[src/hw/rtl/fbq_pkg.sv]
// Shared types, codes and defaults of the bounded frame queue.
`default_nettype none
package fbq_pkg;

  localparam int DEF_QUEUE_DEPTH = 16;
  localparam int DEF_FRAME_WIDTH = 32;

  localparam int REQ_W      = 2;
  localparam int STATUS_W   = 3;
  localparam int LIMIT_W    = 5;
  localparam int COUNT_W    = 32;
  localparam int CFG_IDX_W  = 2;
  localparam int CFG_DATA_W = 8;

  localparam logic [LIMIT_W-1:0] LIMIT_RESET = LIMIT_W'(16);

  localparam logic [REQ_W-1:0] REQ_SUBMIT  = 2'd0;
  localparam logic [REQ_W-1:0] REQ_CONSUME = 2'd1;
  localparam logic [REQ_W-1:0] REQ_FLUSH   = 2'd2;

  localparam logic [STATUS_W-1:0] ST_OK            = 3'd0;
  localparam logic [STATUS_W-1:0] ST_NOT_ENABLED   = 3'd1;
  localparam logic [STATUS_W-1:0] ST_FULL_REJECTED = 3'd2;
  localparam logic [STATUS_W-1:0] ST_QUEUE_EMPTY   = 3'd3;
  localparam logic [STATUS_W-1:0] ST_SINK_FAILED   = 3'd4;

  localparam logic [CFG_IDX_W-1:0] REG_ENABLED     = 2'd0;
  localparam logic [CFG_IDX_W-1:0] REG_QUEUE_LIMIT = 2'd1;
  localparam logic [CFG_IDX_W-1:0] REG_FULL_POLICY = 2'd2;

  typedef struct packed {
    logic [COUNT_W-1:0] accepted;
    logic [COUNT_W-1:0] dropped;
    logic [COUNT_W-1:0] rejected;
    logic [COUNT_W-1:0] consumed;
    logic [COUNT_W-1:0] failed;
  } stats_t;

endpackage
`default_nettype wire

[src/hw/rtl/fbq_ram.sv]
// Generic single-write, single-read RAM with registered read data.
`default_nettype none
module fbq_ram #(
  parameter int WIDTH = 32,
  parameter int DEPTH = 16
) (
  input  logic                                         clk,
  input  logic                                         wr_en,
  input  logic [((DEPTH > 1) ? $clog2(DEPTH) : 1)-1:0] wr_addr,
  input  logic [WIDTH-1:0]                             wr_data,
  input  logic                                         rd_en,
  input  logic [((DEPTH > 1) ? $clog2(DEPTH) : 1)-1:0] rd_addr,
  output logic [WIDTH-1:0]                             rd_data
);

  logic [WIDTH-1:0] mem [DEPTH];

  always_ff @(posedge clk) begin
    if (wr_en) begin
      mem[wr_addr] <= wr_data;
    end
    if (rd_en) begin
      rd_data <= mem[rd_addr];
    end
  end

endmodule
`default_nettype wire

[src/hw/rtl/fbq_obuf.sv]
// Output register with one skid entry for result items.
`default_nettype none
module fbq_obuf #(
  parameter int W = 8
) (
  input  logic         clk,
  input  logic         rst,
  input  logic         push,
  input  logic [W-1:0] push_data,
  output logic         skid_full,
  output logic         out_valid,
  input  logic         out_ready,
  output logic [W-1:0] out_data
);

  logic         skid_valid;
  logic [W-1:0] skid_data;

  assign skid_full = skid_valid;

  always_ff @(posedge clk) begin
    if (rst) begin
      out_valid  <= 1'b0;
      skid_valid <= 1'b0;
    end else begin
      if (!out_valid || out_ready) begin
        if (skid_valid) begin
          out_data   <= skid_data;
          out_valid  <= 1'b1;
          skid_valid <= push;
          if (push) begin
            skid_data <= push_data;
          end
        end else begin
          out_valid <= push;
          if (push) begin
            out_data <= push_data;
          end
        end
      end else if (push) begin
        // hold the stalled item, park the new one
        skid_valid <= 1'b1;
        skid_data  <= push_data;
      end
    end
  end

endmodule
`default_nettype wire

[src/hw/rtl/bounded_frame_queue_drop_policy_core.sv]
// Bounded frame queue with drop-oldest or reject policy, ring buffer in a frame RAM.
// Results: submit, flush and non-popping requests are pushed to the output buffer on
//   acceptance; a popping consume first does a registered read of the frame RAM (S_READ).
// Throughput: one item per cycle while the skid entry is free, none during S_READ.
// Reset: synchronous, clears queue pointers, counters and configuration to defaults;
//   frame RAM content is not cleared.
`default_nettype none
module bounded_frame_queue_drop_policy_core
  import fbq_pkg::*;
#(
  parameter int QUEUE_DEPTH = DEF_QUEUE_DEPTH,
  parameter int FRAME_WIDTH = DEF_FRAME_WIDTH
) (
  input  logic                               clk,
  input  logic                               rst,
  input  logic                               cfg_valid,
  output logic                               cfg_ready,
  input  logic [CFG_IDX_W-1:0]               cfg_index,
  input  logic [CFG_DATA_W-1:0]              cfg_data,
  input  logic                               in_valid,
  output logic                               in_ready,
  input  logic [REQ_W-1:0]                   req_type,
  input  logic [FRAME_WIDTH-1:0]             frame_in,
  input  logic                               sink_accepts,
  output logic                               out_valid,
  input  logic                               out_ready,
  output logic [STATUS_W-1:0]                status,
  output logic [FRAME_WIDTH-1:0]             frame_out,
  output logic                               frame_out_valid,
  output logic [$clog2(QUEUE_DEPTH+1)-1:0]   pending_count,
  output logic [COUNT_W-1:0]                 accepted_count,
  output logic [COUNT_W-1:0]                 dropped_count,
  output logic [COUNT_W-1:0]                 rejected_count,
  output logic [COUNT_W-1:0]                 consumed_count,
  output logic [COUNT_W-1:0]                 failed_count,
  output logic [$clog2(QUEUE_DEPTH+1)-1:0]   high_watermark
);

  localparam int CW = $clog2(QUEUE_DEPTH + 1);
  localparam int AW = (QUEUE_DEPTH > 1) ? $clog2(QUEUE_DEPTH) : 1;
  localparam int LW = CW + $bits(stats_t) + CW;
  localparam int RW = STATUS_W + FRAME_WIDTH + 1 + LW;

  typedef enum logic [1:0] {
    S_IDLE = 2'b01,
    S_READ = 2'b10
  } state_t;

  state_t               state, state_next;
  logic                 enabled;
  logic [LIMIT_W-1:0]   queue_limit;
  logic                 full_policy;
  logic [AW-1:0]        head, head_next;
  logic [AW-1:0]        tail, tail_next;
  logic [CW-1:0]        count, count_next;
  logic [CW-1:0]        peak, peak_next;
  stats_t               stats, stats_next;
  logic [STATUS_W-1:0]  st;
  logic [STATUS_W-1:0]  hold_status;
  logic [LW-1:0]        hold_lo;
  logic [CW-1:0]        limit_eff;
  logic                 full;
  logic                 accept;
  logic                 pop;
  logic                 wr_en;
  logic                 rd_en;
  logic [FRAME_WIDTH-1:0] rd_data;
  logic                 push;
  logic [RW-1:0]        push_data;
  logic                 skid_full;
  logic [RW-1:0]        out_data;
  stats_t               stats_o;

  function automatic logic [AW-1:0] adv(input logic [AW-1:0] p);
    return (p == AW'(QUEUE_DEPTH - 1)) ? '0 : p + AW'(1);
  endfunction

  assign cfg_ready = 1'b1;
  assign in_ready  = (state == S_IDLE) && !skid_full;
  assign accept    = in_valid && in_ready;

  always_comb begin
    if (queue_limit == '0) begin
      limit_eff = CW'(1);
    end else if (32'(queue_limit) > QUEUE_DEPTH) begin
      limit_eff = CW'(QUEUE_DEPTH);
    end else begin
      limit_eff = CW'(queue_limit);
    end
  end

  assign full = count >= limit_eff;

  always_comb begin
    head_next  = head;
    tail_next  = tail;
    count_next = count;
    stats_next = stats;
    st         = ST_OK;
    wr_en      = 1'b0;
    rd_en      = 1'b0;
    pop        = 1'b0;
    if (accept) begin
      case (req_type)
        REQ_SUBMIT: begin
          if (!enabled) begin
            st = ST_NOT_ENABLED;
          end else if (full && full_policy) begin
            stats_next.rejected = stats.rejected + 32'd1;
            st = ST_FULL_REJECTED;
          end else begin
            if (full) begin
              head_next = adv(head);
              stats_next.dropped = stats.dropped + 32'd1;
            end else begin
              count_next = count + CW'(1);
            end
            wr_en     = 1'b1;
            tail_next = adv(tail);
            stats_next.accepted = stats.accepted + 32'd1;
          end
        end
        REQ_CONSUME: begin
          if (!enabled) begin
            st = ST_NOT_ENABLED;
          end else if (count == '0) begin
            st = ST_QUEUE_EMPTY;
          end else begin
            rd_en      = 1'b1;
            pop        = 1'b1;
            head_next  = adv(head);
            count_next = count - CW'(1);
            if (sink_accepts) begin
              stats_next.consumed = stats.consumed + 32'd1;
            end else begin
              stats_next.failed = stats.failed + 32'd1;
              st = ST_SINK_FAILED;
            end
          end
        end
        REQ_FLUSH: begin
          head_next  = '0;
          tail_next  = '0;
          count_next = '0;
        end
        default: begin
        end
      endcase
    end
    peak_next = (count_next > peak) ? count_next : peak;
  end

  always_comb begin
    state_next = state;
    case (state)
      S_IDLE: begin
        if (accept && pop) begin
          state_next = S_READ;
        end
      end
      S_READ: begin
        state_next = S_IDLE;
      end
      default: begin
        state_next = S_IDLE;
      end
    endcase
  end

  always_ff @(posedge clk) begin
    if (rst) begin
      state       <= S_IDLE;
      enabled     <= 1'b0;
      queue_limit <= LIMIT_RESET;
      full_policy <= 1'b0;
      head        <= '0;
      tail        <= '0;
      count       <= '0;
      peak        <= '0;
      stats       <= '0;
    end else begin
      state <= state_next;
      head  <= head_next;
      tail  <= tail_next;
      count <= count_next;
      peak  <= peak_next;
      stats <= stats_next;
      if (cfg_valid && cfg_ready) begin
        case (cfg_index)
          REG_ENABLED:     enabled     <= cfg_data[0];
          REG_QUEUE_LIMIT: queue_limit <= cfg_data[LIMIT_W-1:0];
          REG_FULL_POLICY: full_policy <= cfg_data[0];
          default: begin
          end
        endcase
      end
    end
  end

  // hold result fields while the popped frame is read
  always_ff @(posedge clk) begin
    if (accept && pop) begin
      hold_status <= st;
      hold_lo     <= {count_next, stats_next, peak_next};
    end
  end

  fbq_ram #(
    .WIDTH (FRAME_WIDTH),
    .DEPTH (QUEUE_DEPTH)
  ) u_store (
    .clk     (clk),
    .wr_en   (wr_en),
    .wr_addr (tail),
    .wr_data (frame_in),
    .rd_en   (rd_en),
    .rd_addr (head),
    .rd_data (rd_data)
  );

  assign push = (accept && !pop) || (state == S_READ);

  always_comb begin
    if (state == S_READ) begin
      push_data = {hold_status, rd_data, 1'b1, hold_lo};
    end else begin
      push_data = {st, FRAME_WIDTH'(0), 1'b0, count_next, stats_next, peak_next};
    end
  end

  fbq_obuf #(
    .W (RW)
  ) u_obuf (
    .clk       (clk),
    .rst       (rst),
    .push      (push),
    .push_data (push_data),
    .skid_full (skid_full),
    .out_valid (out_valid),
    .out_ready (out_ready),
    .out_data  (out_data)
  );

  assign {status, frame_out, frame_out_valid, pending_count, stats_o, high_watermark} = out_data;
  assign accepted_count = stats_o.accepted;
  assign dropped_count  = stats_o.dropped;
  assign rejected_count = stats_o.rejected;
  assign consumed_count = stats_o.consumed;
  assign failed_count   = stats_o.failed;

endmodule
`default_nettype wire

[config.mk]
export PLATFORM = sky130hd
export DESIGN_NAME = bounded_frame_queue_drop_policy_core
export DESIGN_NICKNAME = d
export VERILOG_FILES = /design/src/hw/rtl/fbq_pkg.sv /design/src/hw/rtl/fbq_ram.sv /design/src/hw/rtl/fbq_obuf.sv /design/src/hw/rtl/bounded_frame_queue_drop_policy_core.sv
export SDC_FILE = /design/constraint.sdc
export NUM_CORES = 2
export LEC_CHECK = 0
export ABC_CLOCK_PERIOD_IN_PS = 19550
export BUFFER_PORTS_ARGS = -buffer_cell sky130_fd_sc_hd__buf_2
export CAP_MARGIN = 20
export CORE_UTILIZATION = 40
export DETAILED_ROUTE_END_ITERATION = 12
export GPL_ROUTABILITY_DRIVEN = 1
export GPL_TIMING_DRIVEN = 0
export HOLD_SLACK_MARGIN = 0.1
export MAX_ROUTING_LAYER = met4
export PLACE_DENSITY = 0.54
export SLEW_MARGIN = 20
export SYNTH_ARGS = -nofsm -noshare
export SYNTH_HDL_FRONTEND = slang
export SYNTH_SLANG_ARGS = --single-unit
[constraint.sdc]
create_clock -name clk -period 19.55 [get_ports clk]
set_input_delay 0 -clock clk [delete_from_list [all_inputs] [get_ports clk]]
set_output_delay 0 -clock clk [all_outputs]
set_load 0.03 [all_outputs]
==> key figures <==
Clock tree
  • Clk sink count: 1318
  • CTS tree: built
  • Worst-Skew Late Latency: 0.81 ns
  • CTS clk-pin slew, worst paths: 0.06 ns
  • Max Root-Sink Buffers: 3
  • Num CTS Buffers: 145
  • Root buffer cell: clkbuf_16
  • CTS resizes: 0
  • CTS H-tree depth: 4

Timing
  • Fin crit share: 0.272
  • Setup violations, final: 0
  • Final Hold Viols: 0
  • Max frequency: 188 MHz
  • RSZ-0062 raised after global routing: false
  • Setup Skew: 0.0490 ns
  • Worst slew pin tran: 1.19 ns
  • Max Slew Vio Count: 0
  • Slew headroom: 0.197
  • Minimum clock period: 5.32 ns

Die
  • Die Y-Extent: 371 µm
  • I/O Pins: 259
  • Initial Util: 0.403
  • Die width: 371 µm
  • Core area: 135000 µm²
  • Die area: 138000 µm²
  • Row Count: 135

Synthesis
  • Syn_nets: 4118
  • Yosys Warn Count: 0
  • Synth cell types: 76
  • Post-synth EDFFs: 1129
  • Seq/Total Area, Yosys: 0.690
  • Mapped cell area: 54600 µm²
  • Syn Area/Cell: 13.5 µm²
  • Top_reg_cell synth: edfxtp_1
  • Ys async rst share: 0
  • Synth Register Bits: 1318
  • Synth Instances: 4046

Critical path
  • Critical path class: reg2reg
  • Setup crit start kind: flop
  • R2r endpoint: u_obuf.out_data[3]$_DFFE_PP_
  • Arr. time, crit path: 5.76 ns
  • CP Max Fanout: 10
  • R2R setup slack: 14.23 ns
  • CP endpoint kind: flop
  • R2R depth: 16
  • Worst r2r src: count[0]$_SDFF_PP0_
  • CP required: 19.99 ns

Placement
  • DP HPWL: 106 mm
  • Final Wtd Congestion: 0.883
  • Area post-placement: 58900 µm²
  • Port bufs: 250

Global route
  • Grt total ovfl: 0
  • Largest net degree at the start of global routing: 94
  • First-pass GRT wire length: 231 mm
  • Vias in the first global route: 34300
  • Initial antenna violation count: 9
  • GRT Total Usage: 0.235

Worst hold path
  • Hold-critical path depth: 2
  • End of the worst hold path: u_store.mem[10][22]$_DFFE_PP_
  • Hold Path Origin: frame_in[22]
  • HP Class: in2reg

Routing
  • Routed vias/inst: 5.46
  • Final ANT Viol Nets: 0
  • # DRC: 0
  • Top sig layer: met4
  • M1 WL: 67.1 mm
  • Via count: 35400
  • Detailed Route WL: 157 mm
  • DR pass1 iterations: 5
  • Wire length per cell: 24.3 µm
  • WL met2: 76.5 mm
  • Initial DRC count: 3469
  • Met3 wire len: 9.46 mm

Finish
  • Final Util: 0.475
  • Layout cells sized above 1: 0.163
  • Area Overhead vs Synth: 17.9%
  • Cell area after layout: 64400 µm²
  • # nets final: 4647

Power
  • Pwr per Cell Area: 95.3 nW/µm²
  • Peak supply drop: 0.0000898 V
  • Leakage: 22.4 nW
  • Power Total: 6.14 mW

Run status
  • Outcome: finished, final reports clean

Flow run
  • Max cap viols: 0
report_power, final:
group / switching, mW / internal [mW] / total, mW
clock: 1.19 / 1.58 / 2.77
sequential: 0.0123 / 3.08 / 3.09
combinational: 0.192 / 0.0884 / 0.281
layer usage:
| metal | up-vias | track usage |
|---|---|---|
| met5 | - | - |
| met4 | 0 | 0.0761 |
| met3 | 267 | 0.0364 |
| met2 | 1154 | 0.378 |
| met1 | 17800 | 0.304 |
| li1 | 16100 | - |
layout make-up:
| class | count | area, µm² |
|---|---|---|
| Fill cell | 12000 | 71100 |
| Sequential cell | 1318 | 37700 |
| Multi-Input combinational cell | 2237 | 15100 |
| Clock buffer | 188 | 3940 |
| Timing Repair Buffer | 382 | 2650 |
| Tap cell | 1781 | 2230 |
| Buffer | 245 | 967 |
| Inverter | 246 | 931 |
| Clock inverter | 73 | 887 |
| Antenna cell | 5 | 12.5 |
state kept, by name, summed over array words and instances (netlist names):
register          count
count                 5
enabled               1
full_policy           1
head                  4
hold_lo             170
hold_status           3
peak                  5
queue_limit           5
state                 2
stats               160
tail                  4
u_obuf.out_data     206
u_obuf.out_valid      1
u_obuf.skid_data    206
u_obuf.skid_full      1
u_store.mem         512
u_store.rd_data      32
synthesized netlist by cell type (all sizes together), types with 6 or more instances:
cell	number	area (µm²)
a211oi	23	173
a21oi	237	1190
a221oi	77	674
a22oi	32	240
a31oi	6	43.8
and2	64	400
and3	25	156
and4	18	158
buf	47	214
clkbuf	198	744
dfxtp	189	3780
edfxtp	1129	33900
ha	22	275
inv	244	916
mux2	74	833
mux2i	128	1280
mux4	64	1440
nand2	275	1030
nand2b	21	131
nand3	87	440
nand3b	6	45.0
nand4	62	388
nand4b	10	87.6
nor2	390	1460
nor2b	12	77.6
nor3	110	571
nor3b	38	285
nor4	38	339
nor4b	7	88.8
o211ai	8	60.1
o21ai	81	405
o221ai	56	490
o31ai	16	120
or3	15	93.8
or4	19	143
or4b	19	190
xnor2	102	893
xor2	45	394
placed cells by master (no fill, tap or decap), types with 12 or more instances in the layout:
| cell type | count |
|---|---|
| and2_1 | 48 |
| buf_6 | 12 |
| nand3_1 | 86 |
| clkbuf_8 | 13 |
| clkinv_1 | 19 |
| a221oi_1 | 77 |
| xnor2_1 | 102 |
| and3_1 | 25 |
| nor3b_1 | 38 |
| nand4_1 | 62 |
| or4_1 | 19 |
| nor4_1 | 26 |
| or4b_2 | 18 |
| ha_1 | 22 |
| o221ai_1 | 56 |
| or3_1 | 15 |
| o31ai_1 | 16 |
| nand2_1 | 275 |
| clkinv_2 | 21 |
| clkbuf_1 | 225 |
| inv_1 | 242 |
| clkbuf_16 | 146 |
| nand2b_1 | 21 |
| nor2_1 | 389 |
| o21ai_0 | 77 |
| mux2_2 | 74 |
| buf_1 | 25 |
| a22oi_1 | 32 |
| buf_2 | 265 |
| a211oi_1 | 23 |
| edfxtp_1 | 1129 |
| mux2i_1 | 128 |
| mux4_2 | 64 |
| buf_4 | 45 |
| a21oi_1 | 237 |
| dfxtp_1 | 189 |
| and4_1 | 18 |
| nor3_1 | 104 |
| dlygate4sd3_1 | 66 |
| xor2_1 | 45 |
timing repair:
item | CTS | global route
hold buffers | 66 | 0
buffers inserted | 0 | 0
endpoints found under the hold margin | 604 | 0
cell families after synthesis:
| kind of cell | after synthesis | share of synthesized area |
|---|---|---|
| XOR/XNOR | 147 | 0.0236 |
| adder cells (fa/ha/maj) | 22 | 0.00504 |
| AND/OR/NAND/NOR | 1224 | 0.113 |
| other | 1 | 0.0000687 |
| flip-flops | 1318 | 0.690 |
| AO/OA/AOI/OAI | 577 | 0.0686 |
| buffers and inverters | 491 | 0.0345 |
| multiplexers | 266 | 0.0651 |
worst max-delay path: stages, from the launching register on:
cell	delay (ns)
dfxtp_1	0.48
inv_1	0.17
ha_1	0.31
nand2b_1	0.15
a31oi_2	0.32
o21ai_1	0.25
o211a_1	0.29
nor3_1	0.57
inv_1	0.15
ha_1	0.32
and4_1	0.18
a21oi_1	0.15
o31a_1	0.16
clkbuf_1	0.36
nand3_1	0.13
o32ai_1	0.60
o221ai_1	0.37
through the flow:
| step | hold WS (ns) | setup slack, ns | cells | TNS (ns) |
|---|---|---|---|---|
| 2_1_floorplan | 0.0989 | 3.13 | 4046 | 0 |
| 3_3_place_gp | 0.281 | -9.44 | 6077 | -3170.06 |
| 3_5_place_dp | 0.278 | 14.35 | 6143 | 0 |
| 4_1_cts | 0.101 | 14.31 | 6470 | 0 |
| 5_1_grt | 0.140 | 13.88 | 6474 | 0 |
| 6_report | 0.145 | 14.23 | 6475 | 0 |
how the worst max path moves through the flow:
stage,startpoint,endpoint,slack [ns],cells past startpoint
after floorplan,count[0]$_SDFF_PP0_,u_obuf.skid_data[0]$_DFFE_PP_,3.13,6
after global placement,state[0]$_SDFFE_PP1P_,u_obuf.skid_data[181]$_DFFE_PP_,-9.44,7
after detailed placement,state[0]$_SDFFE_PP1P_,u_obuf.skid_data[180]$_DFFE_PP_,14.35,13
after CTS,state[0]$_SDFFE_PP1P_,u_obuf.skid_data[173]$_DFFE_PP_,14.31,13
after global routing,queue_limit[1]$_SDFFE_PP0P_,u_obuf.out_data[3]$_DFFE_PP_,13.88,18
final,count[0]$_SDFF_PP0_,u_obuf.out_data[3]$_DFFE_PP_,14.23,16
Power figures use the tool's default switching activity.
